[src/design/rwt_pkg.sv]
// Shared constants, payload types and controller/datapath interface types.
`timescale 1ns / 1ps
package rwt_pkg;

	localparam int SLOTS = 32;
	localparam int IDX_W = $clog2(SLOTS);
	localparam int CNT_W = $clog2(SLOTS + 1);

	localparam int CMD_W       = 2;
	localparam int TIME_W      = 32;
	localparam int SEQ_W       = 8;
	localparam int OFFSET_W    = 31;
	localparam int KIND_W      = 3;
	localparam int SLOT_INDEX_W = 5;
	localparam int COUNT_W     = 6;

	localparam int TIMEOUT_W = 16;
	localparam logic [TIMEOUT_W-1:0] TIMEOUT_RESET = 16'd4000;

	localparam int PADDR_W = 3;
	localparam int PDATA_W = 32;
	localparam logic [PADDR_W-3:0] REG_TIMEOUT = '0;

	localparam logic [CMD_W-1:0] CMD_TICK = 2'd0;
	localparam logic [CMD_W-1:0] CMD_ADD  = 2'd1;
	localparam logic [CMD_W-1:0] CMD_ACK  = 2'd2;

	localparam logic [KIND_W-1:0] KIND_RESEND    = 3'd0;
	localparam logic [KIND_W-1:0] KIND_ADDED     = 3'd1;
	localparam logic [KIND_W-1:0] KIND_REJECTED  = 3'd2;
	localparam logic [KIND_W-1:0] KIND_ACK_DONE  = 3'd3;
	localparam logic [KIND_W-1:0] KIND_TICK_DONE = 3'd4;

	typedef struct packed {
		logic [CMD_W-1:0]    cmd;
		logic [TIME_W-1:0]   now_ms;
		logic [SEQ_W-1:0]    seq_number;
		logic [OFFSET_W-1:0] file_offset;
	} in_item_t;

	typedef struct packed {
		logic [KIND_W-1:0]       kind;
		logic [SLOT_INDEX_W-1:0] slot_index;
		logic [SEQ_W-1:0]        slot_seq;
		logic [OFFSET_W-1:0]     slot_file_offset;
		logic [COUNT_W-1:0]      count;
		logic                    has_free;
		logic                    all_empty;
		logic                    last;
	} out_item_t;

	// One entry of the slot RAM.
	typedef struct packed {
		logic [SEQ_W-1:0]    seq;
		logic [TIME_W-1:0]   stamp;
		logic [OFFSET_W-1:0] offset;
	} slot_t;

	typedef struct packed {
		logic              load;
		logic              idx_clr;
		logic              idx_inc;
		logic              ram_rd;
		logic              restamp;
		logic              add_slot;
		logic              ack_clr;
		logic              match_take;
		logic              free_slot;
		logic              emit;
		logic [KIND_W-1:0] kind;
	} dp_cmd_t;

	typedef struct packed {
		logic cur_valid;
		logic idx_last;
		logic expired;
		logic seq_hit;
		logic off_le;
		logic found;
		logic full;
		logic out_free;
	} dp_sts_t;

endpackage

[src/design/rwt_ram.sv]
// Generic single-port-write, single-port-read RAM with registered read data.
`timescale 1ns / 1ps
module rwt_ram #(
	parameter int WIDTH = 8,
	parameter int DEPTH = 32,
	localparam int AW = $clog2(DEPTH)
) (
	input  logic             clk,
	input  logic             we,
	input  logic [AW-1:0]    waddr,
	input  logic [WIDTH-1:0] wdata,
	input  logic             re,
	input  logic [AW-1:0]    raddr,
	output logic [WIDTH-1:0] rdata
);

	logic [WIDTH-1:0] mem_q [DEPTH];
	logic [WIDTH-1:0] rdata_q;

	always_ff @(posedge clk) begin
		if (we) begin
			mem_q[waddr] <= wdata;
		end
		if (re) begin
			rdata_q <= mem_q[raddr];
		end
	end

	assign rdata = rdata_q;

endmodule

[src/design/rwt_ctrl.sv]
// Sequencer that walks the slot table for tick, add and ack commands.
`timescale 1ns / 1ps
module rwt_ctrl (
	input  logic                        clk,
	input  logic                        arst_n,
	input  logic                        in_valid,
	input  logic [rwt_pkg::CMD_W-1:0]   in_cmd,
	input  rwt_pkg::dp_sts_t            sts,
	output logic                        in_ready,
	output rwt_pkg::dp_cmd_t            cmd
);

	localparam logic [3:0] S_IDLE   = 4'd0;
	localparam logic [3:0] S_T_RD   = 4'd1;
	localparam logic [3:0] S_T_EV   = 4'd2;
	localparam logic [3:0] S_T_DONE = 4'd3;
	localparam logic [3:0] S_ADD    = 4'd4;
	localparam logic [3:0] S_K1_RD  = 4'd5;
	localparam logic [3:0] S_K1_EV  = 4'd6;
	localparam logic [3:0] S_K2_RD  = 4'd7;
	localparam logic [3:0] S_K2_EV  = 4'd8;
	localparam logic [3:0] S_K_DONE = 4'd9;

	logic [3:0] state_q;
	logic [3:0] state_d;

	assign in_ready = (state_q == S_IDLE);

	always_comb begin
		state_d = state_q;
		cmd     = '0;
		unique case (state_q)
			S_IDLE: begin
				if (in_valid) begin
					cmd.load    = 1'b1;
					cmd.idx_clr = 1'b1;
					unique case (in_cmd)
						rwt_pkg::CMD_TICK: state_d = S_T_RD;
						rwt_pkg::CMD_ADD:  state_d = S_ADD;
						rwt_pkg::CMD_ACK: begin
							cmd.ack_clr = 1'b1;
							state_d     = S_K1_RD;
						end
						default: state_d = S_IDLE;
					endcase
				end
			end
			S_T_RD: begin
				if (sts.cur_valid) begin
					cmd.ram_rd = 1'b1;
					state_d    = S_T_EV;
				end else if (sts.idx_last) begin
					state_d = S_T_DONE;
				end else begin
					cmd.idx_inc = 1'b1;
				end
			end
			S_T_EV: begin
				// hold an expired slot until the output register can take its resend
				if (!(sts.expired && !sts.out_free)) begin
					if (sts.expired) begin
						cmd.restamp = 1'b1;
						cmd.emit    = 1'b1;
						cmd.kind    = rwt_pkg::KIND_RESEND;
					end
					if (sts.idx_last) begin
						state_d = S_T_DONE;
					end else begin
						cmd.idx_inc = 1'b1;
						state_d     = S_T_RD;
					end
				end
			end
			S_T_DONE: begin
				if (sts.out_free) begin
					cmd.emit = 1'b1;
					cmd.kind = rwt_pkg::KIND_TICK_DONE;
					state_d  = S_IDLE;
				end
			end
			S_ADD: begin
				if (sts.out_free) begin
					cmd.emit = 1'b1;
					if (sts.full) begin
						cmd.kind = rwt_pkg::KIND_REJECTED;
					end else begin
						cmd.add_slot = 1'b1;
						cmd.kind     = rwt_pkg::KIND_ADDED;
					end
					state_d = S_IDLE;
				end
			end
			S_K1_RD: begin
				if (sts.cur_valid) begin
					cmd.ram_rd = 1'b1;
					state_d    = S_K1_EV;
				end else if (sts.idx_last) begin
					if (sts.found) begin
						cmd.idx_clr = 1'b1;
						state_d     = S_K2_RD;
					end else begin
						state_d = S_K_DONE;
					end
				end else begin
					cmd.idx_inc = 1'b1;
				end
			end
			S_K1_EV: begin
				// later matches overwrite the limit: the highest index wins
				cmd.match_take = sts.seq_hit;
				if (sts.idx_last) begin
					if (sts.found || sts.seq_hit) begin
						cmd.idx_clr = 1'b1;
						state_d     = S_K2_RD;
					end else begin
						state_d = S_K_DONE;
					end
				end else begin
					cmd.idx_inc = 1'b1;
					state_d     = S_K1_RD;
				end
			end
			S_K2_RD: begin
				if (sts.cur_valid) begin
					cmd.ram_rd = 1'b1;
					state_d    = S_K2_EV;
				end else if (sts.idx_last) begin
					state_d = S_K_DONE;
				end else begin
					cmd.idx_inc = 1'b1;
				end
			end
			S_K2_EV: begin
				cmd.free_slot = sts.off_le;
				if (sts.idx_last) begin
					state_d = S_K_DONE;
				end else begin
					cmd.idx_inc = 1'b1;
					state_d     = S_K2_RD;
				end
			end
			S_K_DONE: begin
				if (sts.out_free) begin
					cmd.emit = 1'b1;
					cmd.kind = rwt_pkg::KIND_ACK_DONE;
					state_d  = S_IDLE;
				end
			end
			default: state_d = S_IDLE;
		endcase
	end

	always_ff @(posedge clk or negedge arst_n) begin
		if (!arst_n) begin
			state_q <= S_IDLE;
		end else begin
			state_q <= state_d;
		end
	end

endmodule

[src/design/rwt_datapath.sv]
// Slot table datapath: valid bits, slot RAM, scan index, counters, result register.
`timescale 1ns / 1ps
module rwt_datapath (
	input  logic                            clk,
	input  logic                            arst_n,
	input  rwt_pkg::dp_cmd_t                cmd,
	input  rwt_pkg::in_item_t               in_item,
	input  logic [rwt_pkg::TIMEOUT_W-1:0]   timeout_ms,
	input  logic                            out_ready,
	output logic                            out_valid,
	output rwt_pkg::out_item_t              out_item,
	output rwt_pkg::dp_sts_t                sts
);

	localparam int IDX_W  = rwt_pkg::IDX_W;
	localparam int CNT_W  = rwt_pkg::CNT_W;
	localparam int SLOT_W = $bits(rwt_pkg::slot_t);

	rwt_pkg::in_item_t              item_q;
	logic [rwt_pkg::SLOTS-1:0]      valid_q;
	logic [IDX_W-1:0]               idx_q;
	logic [CNT_W-1:0]               cnt_q;
	logic [CNT_W-1:0]               cnt_nx;
	logic [CNT_W-1:0]               freed_q;
	logic                           found_q;
	logic [rwt_pkg::OFFSET_W-1:0]   limit_q;
	logic                           out_valid_q;
	rwt_pkg::out_item_t             out_q;
	rwt_pkg::out_item_t             res;

	logic [IDX_W-1:0]               free_idx;
	logic                           ram_we;
	logic [IDX_W-1:0]               ram_waddr;
	rwt_pkg::slot_t                 ram_wslot;
	logic [SLOT_W-1:0]              ram_rbits;
	rwt_pkg::slot_t                 rd_slot;
	logic [rwt_pkg::SEQ_W-1:0]      acked_seq;

	assign rd_slot   = ram_rbits;
	assign acked_seq = item_q.seq_number - rwt_pkg::SEQ_W'(1);

	// lowest free slot
	always_comb begin
		free_idx = '0;
		for (int i = rwt_pkg::SLOTS - 1; i >= 0; i--) begin
			if (!valid_q[i]) begin
				free_idx = IDX_W'(i);
			end
		end
	end

	assign ram_we    = cmd.restamp || cmd.add_slot;
	assign ram_waddr = cmd.add_slot ? free_idx : idx_q;
	always_comb begin
		if (cmd.add_slot) begin
			ram_wslot.seq    = item_q.seq_number;
			ram_wslot.stamp  = item_q.now_ms;
			ram_wslot.offset = item_q.file_offset;
		end else begin
			ram_wslot.seq    = rd_slot.seq;
			ram_wslot.stamp  = item_q.now_ms;
			ram_wslot.offset = rd_slot.offset;
		end
	end

	rwt_ram #(
		.WIDTH(SLOT_W),
		.DEPTH(rwt_pkg::SLOTS)
	) u_slot_ram (
		.clk   (clk),
		.we    (ram_we),
		.waddr (ram_waddr),
		.wdata (ram_wslot),
		.re    (cmd.ram_rd),
		.raddr (idx_q),
		.rdata (ram_rbits)
	);

	always_comb begin
		if (cmd.add_slot) begin
			cnt_nx = cnt_q + CNT_W'(1);
		end else if (cmd.free_slot) begin
			cnt_nx = cnt_q - CNT_W'(1);
		end else begin
			cnt_nx = cnt_q;
		end
	end

	assign sts.cur_valid = valid_q[idx_q];
	assign sts.idx_last  = (idx_q == IDX_W'(rwt_pkg::SLOTS - 1));
	assign sts.expired   = ({1'b0, rd_slot.stamp} + (rwt_pkg::TIME_W + 1)'(timeout_ms))
		< {1'b0, item_q.now_ms};
	assign sts.seq_hit   = (rd_slot.seq == acked_seq);
	assign sts.off_le    = (rd_slot.offset <= limit_q);
	assign sts.found     = found_q;
	assign sts.full      = &valid_q;
	assign sts.out_free  = !out_valid_q || out_ready;

	// result fields; flags reflect the table after this cycle's update
	always_comb begin
		res           = '0;
		res.kind      = cmd.kind;
		res.has_free  = (cnt_nx != CNT_W'(rwt_pkg::SLOTS));
		res.all_empty = (cnt_nx == '0);
		res.last      = (cmd.kind != rwt_pkg::KIND_RESEND);
		unique case (cmd.kind)
			rwt_pkg::KIND_RESEND: begin
				res.slot_index       = rwt_pkg::SLOT_INDEX_W'(idx_q);
				res.slot_seq         = rd_slot.seq;
				res.slot_file_offset = rd_slot.offset;
			end
			rwt_pkg::KIND_ADDED: begin
				res.slot_index       = rwt_pkg::SLOT_INDEX_W'(free_idx);
				res.slot_seq         = item_q.seq_number;
				res.slot_file_offset = item_q.file_offset;
			end
			rwt_pkg::KIND_ACK_DONE:  res.count = rwt_pkg::COUNT_W'(freed_q);
			rwt_pkg::KIND_TICK_DONE: res.count = rwt_pkg::COUNT_W'(cnt_q);
			default: res.count = '0;
		endcase
	end

	always_ff @(posedge clk) begin
		if (cmd.load) begin
			item_q <= in_item;
		end
		if (cmd.match_take) begin
			limit_q <= rd_slot.offset;
		end
		if (cmd.emit) begin
			out_q <= res;
		end
	end

	always_ff @(posedge clk or negedge arst_n) begin
		if (!arst_n) begin
			valid_q     <= '0;
			idx_q       <= '0;
			cnt_q       <= '0;
			freed_q     <= '0;
			found_q     <= 1'b0;
			out_valid_q <= 1'b0;
		end else begin
			if (cmd.idx_clr) begin
				idx_q <= '0;
			end else if (cmd.idx_inc) begin
				idx_q <= idx_q + IDX_W'(1);
			end
			if (cmd.add_slot) begin
				valid_q[free_idx] <= 1'b1;
			end else if (cmd.free_slot) begin
				valid_q[idx_q] <= 1'b0;
			end
			cnt_q <= cnt_nx;
			if (cmd.ack_clr) begin
				found_q <= 1'b0;
				freed_q <= '0;
			end else begin
				if (cmd.match_take) begin
					found_q <= 1'b1;
				end
				if (cmd.free_slot) begin
					freed_q <= freed_q + CNT_W'(1);
				end
			end
			if (cmd.emit) begin
				out_valid_q <= 1'b1;
			end else if (out_ready) begin
				out_valid_q <= 1'b0;
			end
		end
	end

	assign out_valid = out_valid_q;
	assign out_item  = out_q;

endmodule

[src/design/retransmit_window_tracker.sv]
// Top level of the retransmit window tracker: register port, sequencer, datapath.
//
// Usage: commands arrive on the in_valid/in_ready channel as in_item (tick,
// add sent packet, acknowledgement); results leave on out_valid/out_ready as
// out_item. A tick gives one resend per expired slot in ascending slot order
// and then a tick-done result; add and ack give one result each; the final
// result of a command carries last. Command code 3 is taken and dropped.
// One command at a time. An add is decided and its result loaded into the
// output register in the add state. A tick visits every slot once, skipping
// a free slot and reading then evaluating a valid one, then gives tick done.
// An ack walks the table once the same way, and a second time when its
// sequence matches. The pace is set by the single read port of the slot
// RAM, one slot per visit. in_ready rises again as soon as the last result
// is loaded into the output register.
// Stall: while a result waits in the output register the sequencer holds at
// the next result it has to produce; no result is lost or repeated.
// Reset: all slots free, timeout_ms = 4000; the slot RAM needs no clearing.
// The APB port holds timeout_ms at address 0; write it only while idle.
`timescale 1ns / 1ps
module retransmit_window_tracker (
	input  logic                           clk,
	input  logic                           arst_n,
	input  logic                           in_valid,
	output logic                           in_ready,
	input  rwt_pkg::in_item_t              in_item,
	output logic                           out_valid,
	input  logic                           out_ready,
	output rwt_pkg::out_item_t             out_item,
	input  logic                           psel,
	input  logic                           penable,
	input  logic                           pwrite,
	input  logic [rwt_pkg::PADDR_W-1:0]    paddr,
	input  logic [rwt_pkg::PDATA_W-1:0]    pwdata,
	output logic [rwt_pkg::PDATA_W-1:0]    prdata,
	output logic                           pready
);

	logic [rwt_pkg::TIMEOUT_W-1:0] timeout_q;
	logic                          reg_sel;
	rwt_pkg::dp_cmd_t              dp_cmd;
	rwt_pkg::dp_sts_t              dp_sts;

	assign pready  = 1'b1;
	assign reg_sel = (paddr[rwt_pkg::PADDR_W-1:2] == rwt_pkg::REG_TIMEOUT);
	assign prdata  = reg_sel ? rwt_pkg::PDATA_W'(timeout_q) : '0;

	always_ff @(posedge clk or negedge arst_n) begin
		if (!arst_n) begin
			timeout_q <= rwt_pkg::TIMEOUT_RESET;
		end else if (psel && penable && pwrite && pready && reg_sel) begin
			timeout_q <= pwdata[rwt_pkg::TIMEOUT_W-1:0];
		end
	end

	rwt_ctrl u_ctrl (
		.clk      (clk),
		.arst_n   (arst_n),
		.in_valid (in_valid),
		.in_cmd   (in_item.cmd),
		.sts      (dp_sts),
		.in_ready (in_ready),
		.cmd      (dp_cmd)
	);

	rwt_datapath u_datapath (
		.clk        (clk),
		.arst_n     (arst_n),
		.cmd        (dp_cmd),
		.in_item    (in_item),
		.timeout_ms (timeout_q),
		.out_ready  (out_ready),
		.out_valid  (out_valid),
		.out_item   (out_item),
		.sts        (dp_sts)
	);

endmodule

[config.mk]
export PLATFORM = sky130hd
export DESIGN_NAME = retransmit_window_tracker
export DESIGN_NICKNAME = d
export VERILOG_FILES = /design/src/design/rwt_pkg.sv /design/src/design/rwt_ram.sv /design/src/design/rwt_ctrl.sv /design/src/design/rwt_datapath.sv /design/src/design/retransmit_window_tracker.sv
export SDC_FILE = /design/constraint.sdc
export NUM_CORES = 2
export LEC_CHECK = 0
export ABC_AREA = 0
export BUFFER_PORTS_ARGS = -buffer_cell sky130_fd_sc_hd__clkbuf_2
export CAP_MARGIN = 40
export CORE_MARGIN = 2
export CORE_UTILIZATION = 55
export DETAILED_ROUTE_END_ITERATION = 10
export PLACE_DENSITY = 0.7
export SETUP_SLACK_MARGIN = 0.3
export SLEW_MARGIN = 5
export SYNTH_ARGS = -nofsm -noshare
export SYNTH_HDL_FRONTEND = slang
export SYNTH_SLANG_ARGS = --single-unit
[constraint.sdc]
create_clock -name clk -period 16.29 [get_ports clk]
set_clock_uncertainty 0.05 [all_clocks]
set_input_delay 3.258 -clock clk [delete_from_list [all_inputs] [get_ports clk]]
set_output_delay 3.258 -clock clk [all_outputs]
set_load 0.02 [all_outputs]
Word level (Yosys, flattened, before mapping)
Memory sizes are Yosys's and may differ from the RTL's. A register that Yosys moved wholly into a read port is not among the register bits.
Index checks and enable logic that the tools add are counted.
{"block": "op_classes", "add_sub_neg": 6, "order_cmp": 6, "eq_ne": 23, "mux": 105, "bitwise": 4, "n_reduce_logical": 27}
{"cell": "$mux W5", "n": 35}
{"cell": "$pmux W44 S2", "n": 1}
{"cell": "$mux W4", "n": 18}
{"cell": "$mux W71", "n": 1}
{"cell": "$mux W32", "n": 2}
{"cell": "$add A32 B16 Y33", "n": 1}
{"cell": "$lt A33 B32 Y1", "n": 1}
{"cell": "$and A32 B32 Y32", "n": 1}
{"cell": "$not A32 Y32", "n": 1}
{"cell": "$or A32 B32 Y32", "n": 1}
{"cell": "$pmux W4 S8", "n": 1}
{"cell": "$reduce_and A32 Y1", "n": 1}
{"cell": "$le A31 B31 Y1", "n": 1}
{"cell": "$mux W1", "n": 30}
{"cell": "$mux W6", "n": 4}
{"cell": "$eq A4 B3 Y1 const B", "n": 4}
{"cell": "$mux W16", "n": 1}
{"cell": "$pmux W4 S4", "n": 1}
{"cell": "$add A6 B1 Y6 const B", "n": 2}
{"cell": "$lt A5 B6 Y1 const B", "n": 2}
{"cell": "$pmux W6 S2", "n": 1}
{"cell": "$demux W1 S5", "n": 2}
{"cell": "$ge A5 B1 Y1 const B", "n": 2}
{"cell": "$reduce_bool A2 Y1", "n": 5}
{"cell": "other kinds (34)", "n": 52}
{"block": "totals", "ff_bits": 229, "mem_bits_rw": 2272, "in_bits": 115, "word_cells": 192, "memories": 1}
{"name": "u_datapath.u_slot_ram.mem_q", "words": 32, "word_bits": 71, "read_ports": 1, "rd_clocked_by_memory_dff": 1, "write_ports": 1, "line": "rwt_ram.sv:17", "rtl": "logic [WIDTH-1:0] mem_q [DEPTH];"}

Logic depth before layout (Yosys ltp)
{"block": "logic_depth", "ltp_word": 38, "mapped_depth": 18, "ltp_nobuf": 18}

Hierarchy
From an unflattened synthesis, not the netlist that was laid out.
{"block": "hier_totals", "cells_unflattened": 5328, "hier_area_um2": 101813.9}
{"module": "rwt_ram", "n_inst": 1, "cells_each": 4148, "area_per_inst_um2": 88522.4, "seq_area_each_um2": 70357.5}
{"module": "rwt_datapath", "n_inst": 1, "cells_each": 1028, "area_per_inst_um2": 11755.0, "seq_area_each_um2": 6020.8}
{"module": "retransmit_window_tracker", "n_inst": 1, "cells_each": 70, "area_per_inst_um2": 907.1, "seq_area_each_um2": 407.9}
{"module": "rwt_ctrl", "n_inst": 1, "cells_each": 82, "area_per_inst_um2": 629.4, "seq_area_each_um2": 100.1}

Worst setup path after synthesis
Ideal clock, no wire load.
{"block": "synth_path", "path_type": "input to register", "startpoint": "in out_ready", "endpoint": "mem u_datapath.u_slot_ram.mem_q[24][0] in the netlist's numbering, enable pin", "setup_time_ns": 0.501, "t_arrival_ns": 7.886, "required_ns": 15.739, "slack_ns": 7.853, "stages": 10, "path_cell_list": "nand2b_1 -> clkbuf_1 -> nand2_1 -> o21bai_1 -> clkbuf_1 -> or2_2 -> and2_1 -> nor3_1 -> nand3_1 -> nor2_1"}
{"block": "synth_between", "elab_chain_cells": 8, "elab_cells_between_ends": 11, "classes_between": "mux: 7; reduce/logical: 4"}
{"element": "from (decl)", "line": "retransmit_window_tracker.sv:27", "rtl": "input logic out_ready,"}
{"element": "$logic_or A1 B1 Y1 (*)", "line": "rwt_datapath.sv:97", "rtl": "assign sts.out_free = !out_valid_q || out_ready;"}
{"element": "$logic_not A1 Y1", "line": "rwt_ctrl.sv:60", "rtl": "if (!(sts.expired && !sts.out_free)) begin"}
{"element": "$logic_and A1 B1 Y1", "line": "rwt_ctrl.sv:60"}
{"element": "$mux W1", "line": "rwt_ctrl.sv:60"}
{"element": "$mux W1", "line": "rwt_ctrl.sv:32", "rtl": "unique case (state_q)"}
{"element": "$logic_or A1 B1 Y1", "line": "rwt_datapath.sv:52", "rtl": "assign ram_we = cmd.restamp || cmd.add_slot;"}
{"element": "$mux W1", "line": "rwt_ram.sv:21", "rtl": "if (we) begin"}
{"element": "$mux W1 (implied by the code)", "line": "rwt_ram.sv:22", "rtl": "mem_q[waddr] <= wdata;"}
{"element": "to (decl)", "line": "rwt_ram.sv:17"}
Every way passes the cells marked *; elsewhere a longest branch is shown, timed or not.

Worst setup path in the final report
{"block": "layout_path", "startpoint": "reg timeout_q[0] in the netlist's numbering", "endpoint": "mem u_datapath.u_slot_ram.mem_q[19][70] in the netlist's numbering, enable pin"}
{"block": "layout_between", "elab_chain_cells": 8, "elab_cells_between_ends": 9, "classes_between": "add/sub: 1; order compare: 1; mux: 5; reduce/logical: 2"}
{"element": "from (decl)", "line": "retransmit_window_tracker.sv:38", "rtl": "logic [rwt_pkg::TIMEOUT_W-1:0] timeout_q;"}
{"element": "from (signal assigned)", "line": "retransmit_window_tracker.sv:49", "rtl": "timeout_q <= rwt_pkg::TIMEOUT_RESET;"}
{"element": "from (signal assigned)", "line": "retransmit_window_tracker.sv:51", "rtl": "timeout_q <= pwdata[rwt_pkg::TIMEOUT_W-1:0];"}
{"element": "$add A32 B16 Y33 (*)", "line": "rwt_datapath.sv:91", "rtl": "assign sts.expired = ({1'b0, rd_slot.stamp} + (rwt_pkg::TIME_W + 1)'(timeout_ms))"}
{"element": "$lt A33 B32 Y1 (*)", "line": "rwt_datapath.sv:92", "rtl": "< {1'b0, item_q.now_ms};"}
{"element": "$mux W1 or $logic_and A1 B1 Y1 (tied branches)", "line": "rwt_ctrl.sv:61, rwt_ctrl.sv:60"}
{"element": "$mux W1 (*)", "line": "rwt_ctrl.sv:60"}
{"element": "$mux W1 (*)", "line": "rwt_ctrl.sv:32"}
{"element": "$logic_or A1 B1 Y1 (*)", "line": "rwt_datapath.sv:52"}
{"element": "$mux W1 (*)", "line": "rwt_ram.sv:21"}
{"element": "$mux W1 (implied by the code) (*)", "line": "rwt_ram.sv:22"}
Marks and branches as above.

==> qor.yml <==
grt:
  grt_antenna_before_repair: 2
  track_usage: 0.271
  grt_pass1_vias: 50700
  grt_max_degree: 134
  grt_overflow: 0
  grt_pass1_wl_microns: 359000
clock_tree:
  post-cts-setup-buffers: 0
  clock-sinks: 2572
  numCtsBuffers: 275
  htreeDepth: 5
  cts_tree: "yes"
  clock_latency_ns: 0.94
  clock_path_buffers: 4
  ctsResizeCount: 0
  clkTransAtPathRegs_ns: 0.06
  root_buffer: "clkbuf_16"
  cts_hold_buffers: 0
floorplanning:
  die_area_sq_mm: 0.185
  coreArea_sq_mm: 0.181
  ios: 206
  initial_utilization: 0.553
  dieHeight_microns: 430
  die_x_microns: 430
  row_count: 156
timing:
  relSlewSlack: 0.305
  rsz0062_at_grt: "no"
  tightest_slew_ns: 1.04
  hold_viol_final: 0
  setup-tns-final_ns: 0
  fin_crit_sh: 0.537
  max_freq_ghz: 0.114
  finalMaxSlewViolations: 0
  setup_ws_ns: 7.55
  period_minus_slack_ns: 8.74
  setup_viol: 0
finish:
  area_growth_pct: 14.0
  fillers: 11800
  drive_above_1_share: 0.256
  fin_nets: 5401
worst_hold_path:
  worstHoldPathCells: 0
  hp-start: "u_datapath.u_slot_ram.rdata[0]"
  min_path_type: "flip-flop to flip-flop"
  hold_end: "u_datapath.limit_q[0]"
synth:
  synthTopCellsByArea: "edfxtp_1 75%, mux4_2 13%, a22oi_1 2.2%"
  avgSynthCellArea_sq_um: 20.8
  synth_top_cell_by_area: "edfxtp_1"
  yosys_register_bits: 2572
  ys_async_sr_fraction: 0.0276
  yosysTopAreaCellShare: 0.752
  seq_area_frac_synth: 0.770
  synthesis.area_sq_mm: 0.0999
  ys.flop_type: "edfxtp_1"
  ys_warn_count: 0
  synth_cell_types: 73
  syn-instance-count: 4793
  synth_edf_count: 2501
power_and_ir_drop:
  finalPower_mw: 20.4
  intPower_mw: 14.3
  switchingPower_mw: 6.12
  power_leakage_nw: 36.8
  combinationalPowerShare: 0.268
  power.share.clock: 0.292
  max-vdd-ir-drop_v: 0.000153
  switching_share: 0.300
  p_seq_frac: 0.440
  p_per_area_mw_per_mm2: 179
place:
  gp_congestion: 0.871
  port_buffers: 170
  hpwl_microns: 134000
  place_ws_ns: 7.66
setup_path:
  crit_type: "flip-flop to flip-flop"
  arrival_ns: 9.22
  cp.required_ns: 16.76
  r2r_end: "u_datapath.u_slot_ram.mem_q[19][70]"
  ff2ff_path_depth: 19
  crit_path_max_fanout: 38
  r2r_slack_ns: 7.55
  cp-end-kind: "flip-flop"
  r2r_start: "timeout_q[0]"
  worst_setup_path_start_kind: "flip-flop"
route:
  dr.first_iter.drc_count: 7247
  final_antenna_net_count: 0
  drt-vias-per-instance: 6.62
  dr.pass1.iters: 5
  drcViolationCount: 0
  vias: 51300
  wl_per_cell_microns: 32.3
  routed_wl_microns: 250000
job:
  drv_cap: 0
run_status:
  status: "completed"
## state kept, by name, summed over array words and instances, names as in the netlist
signal and cells:
timeout_q 16, u_ctrl.state_q 4, u_datapath.cnt_q 6, u_datapath.found_q 1, u_datapath.freed_q 6, u_datapath.idx_q 5, u_datapath.item_q 71, u_datapath.limit_q 31
u_datapath.out_item 56, u_datapath.out_valid 1, u_datapath.u_slot_ram.mem_q 2272, u_datapath.u_slot_ram.rdata 71, u_datapath.valid_q 32
## final cells by class
cell class,count,area [sq um],area share
clock inverters,121,1110,0.00975
inverters,91,342,0.00300
clock buffers,344,7340,0.0645
well taps,2370,2970,0.0261
diodes,1,2.50,0.0000220
multi-input cells,1897,22000,0.193
flip-flops and latches,2572,76900,0.676
repair buffers,358,3150,0.0277
## how the worst max path moves through the flow
stage	end	slack, ns	start	cells after the start
after CTS	u_datapath.u_slot_ram.mem_q[16][57]	7.62	timeout_q[0]	19
final	u_datapath.u_slot_ram.mem_q[19][70]	7.55	timeout_q[0]	19
after global placement	u_datapath.u_slot_ram.mem_q[8][28]	7.52	timeout_q[0]	18
after detailed placement	u_datapath.u_slot_ram.mem_q[16][61]	7.66	timeout_q[0]	19
after floorplan	u_datapath.u_slot_ram.mem_q[24][0]	7.85	out_ready	10
after global routing	u_datapath.u_slot_ram.mem_q[16][57]	7.31	timeout_q[0]	19
## cells in the mapped netlist (all sizes together), types with 8 or more instances
| master | n |
|---|---|
| edfxtp | 2501 |
| mux4 | 571 |
| a22oi | 286 |
| nand2 | 221 |
| clkbuf | 138 |
| buf | 110 |
| o21ai | 103 |
| nand4 | 94 |
| inv | 91 |
| ha | 90 |
| nor2 | 82 |
| dfrtp | 65 |
| a21oi | 47 |
| nand3 | 38 |
| xnor2 | 29 |
| a22o | 27 |
| nor2b | 25 |
| nor3 | 21 |
| xor2 | 21 |
| mux2 | 20 |
| mux2i | 19 |
| nand2b | 16 |
| nor4 | 14 |
| and4 | 13 |
| a21o | 11 |
| o21a | 11 |
| and3 | 10 |
| a211oi | 8 |
| a31oi | 8 |
| o22ai | 8 |
## kinds of logic after synthesis
kind of cell,synth area share
DFF,0.770
muxes,0.133
and+or+nand+nor,0.0280
AOI/OAI and AO/OA,0.0395
buffers and inverters,0.0136
adders and majority gates,0.0115
xor gates and xnor gates,0.00439
other,0.0000752
## power by group through the flow
stage                     Clock, mW  Combinational (mW)  Sequential (mW)
final                          5.95                5.46             8.98
after global routing           6.28                5.84             9.02
after CTS                      6.03                5.41             8.99
after detailed placement          0                5.39             9.13
after global placement            0                5.03             9.18
after floorplan                   0                3.43             9.15
## metal layers
metal | part of all wire | track usage | vias up
li1 | - | - | 20900
met1 | 0.39 | 0.390 | 27100
met2 | 0.49 | 0.430 | 2955
met3 | 0.098 | 0.0513 | 394
met4 | 0.027 | 0.0765 | 0
met5 | 0 | 0 | -
## stage by stage
| step | cells | hold slack, ns | instance area [sq um] | utilization |
|---|---|---|---|---|
| finish | 7754 | 0.429 | 114000 | 0.630 |
| global route | 7753 | 0.435 | 114000 | 0.630 |
| CTS | 7744 | 0.431 | 114000 | 0.630 |
| detailed placement | 7279 | 0.416 | 105000 | 0.583 |
| global placement | 7229 | 0.384 | 104000 | 0.577 |
| floorplan | 4808 | 0.376 | 99900 | - |
## worst max-delay path: stages, from the launching register on
cell and delay [ns]:
dfrtp_1 0.51, ha_1 0.30, fa_1 0.43, a211oi_1 0.63
o21ai_0 0.26, and4_1 0.26, o21ai_2 0.63, nor3b_1 0.14
xor2_1 0.18, ha_1 0.32, a2111oi_0 0.55, o21ai_0 0.19
o41ai_1 0.40, o21ai_1 0.14, buf_4 0.21, o31ai_1 0.52
nand3_1 0.45, nor2_4 0.72, buf_4 0.54, buf_4 0.78
## layout by cell type, fill, tap and decap left out, types with 29 or more instances in the layout
cell / n
edfxtp_1: 2501
mux4_2: 571
a22oi_1: 286
clkbuf_16: 283
nand2_1: 220
clkbuf_2: 169
buf_4: 127
nand4_1: 93
o21ai_0: 93
inv_1: 91
ha_1: 90
dfrtp_1: 63
clkbuf_1: 58
clkinv_1: 51
nor2_1: 50
a21oi_1: 47
nand3_1: 38
clkinv_2: 36
nor2_4: 32
xnor2_1: 29
buf_16: 29
Power figures use the tool's default switching activity.
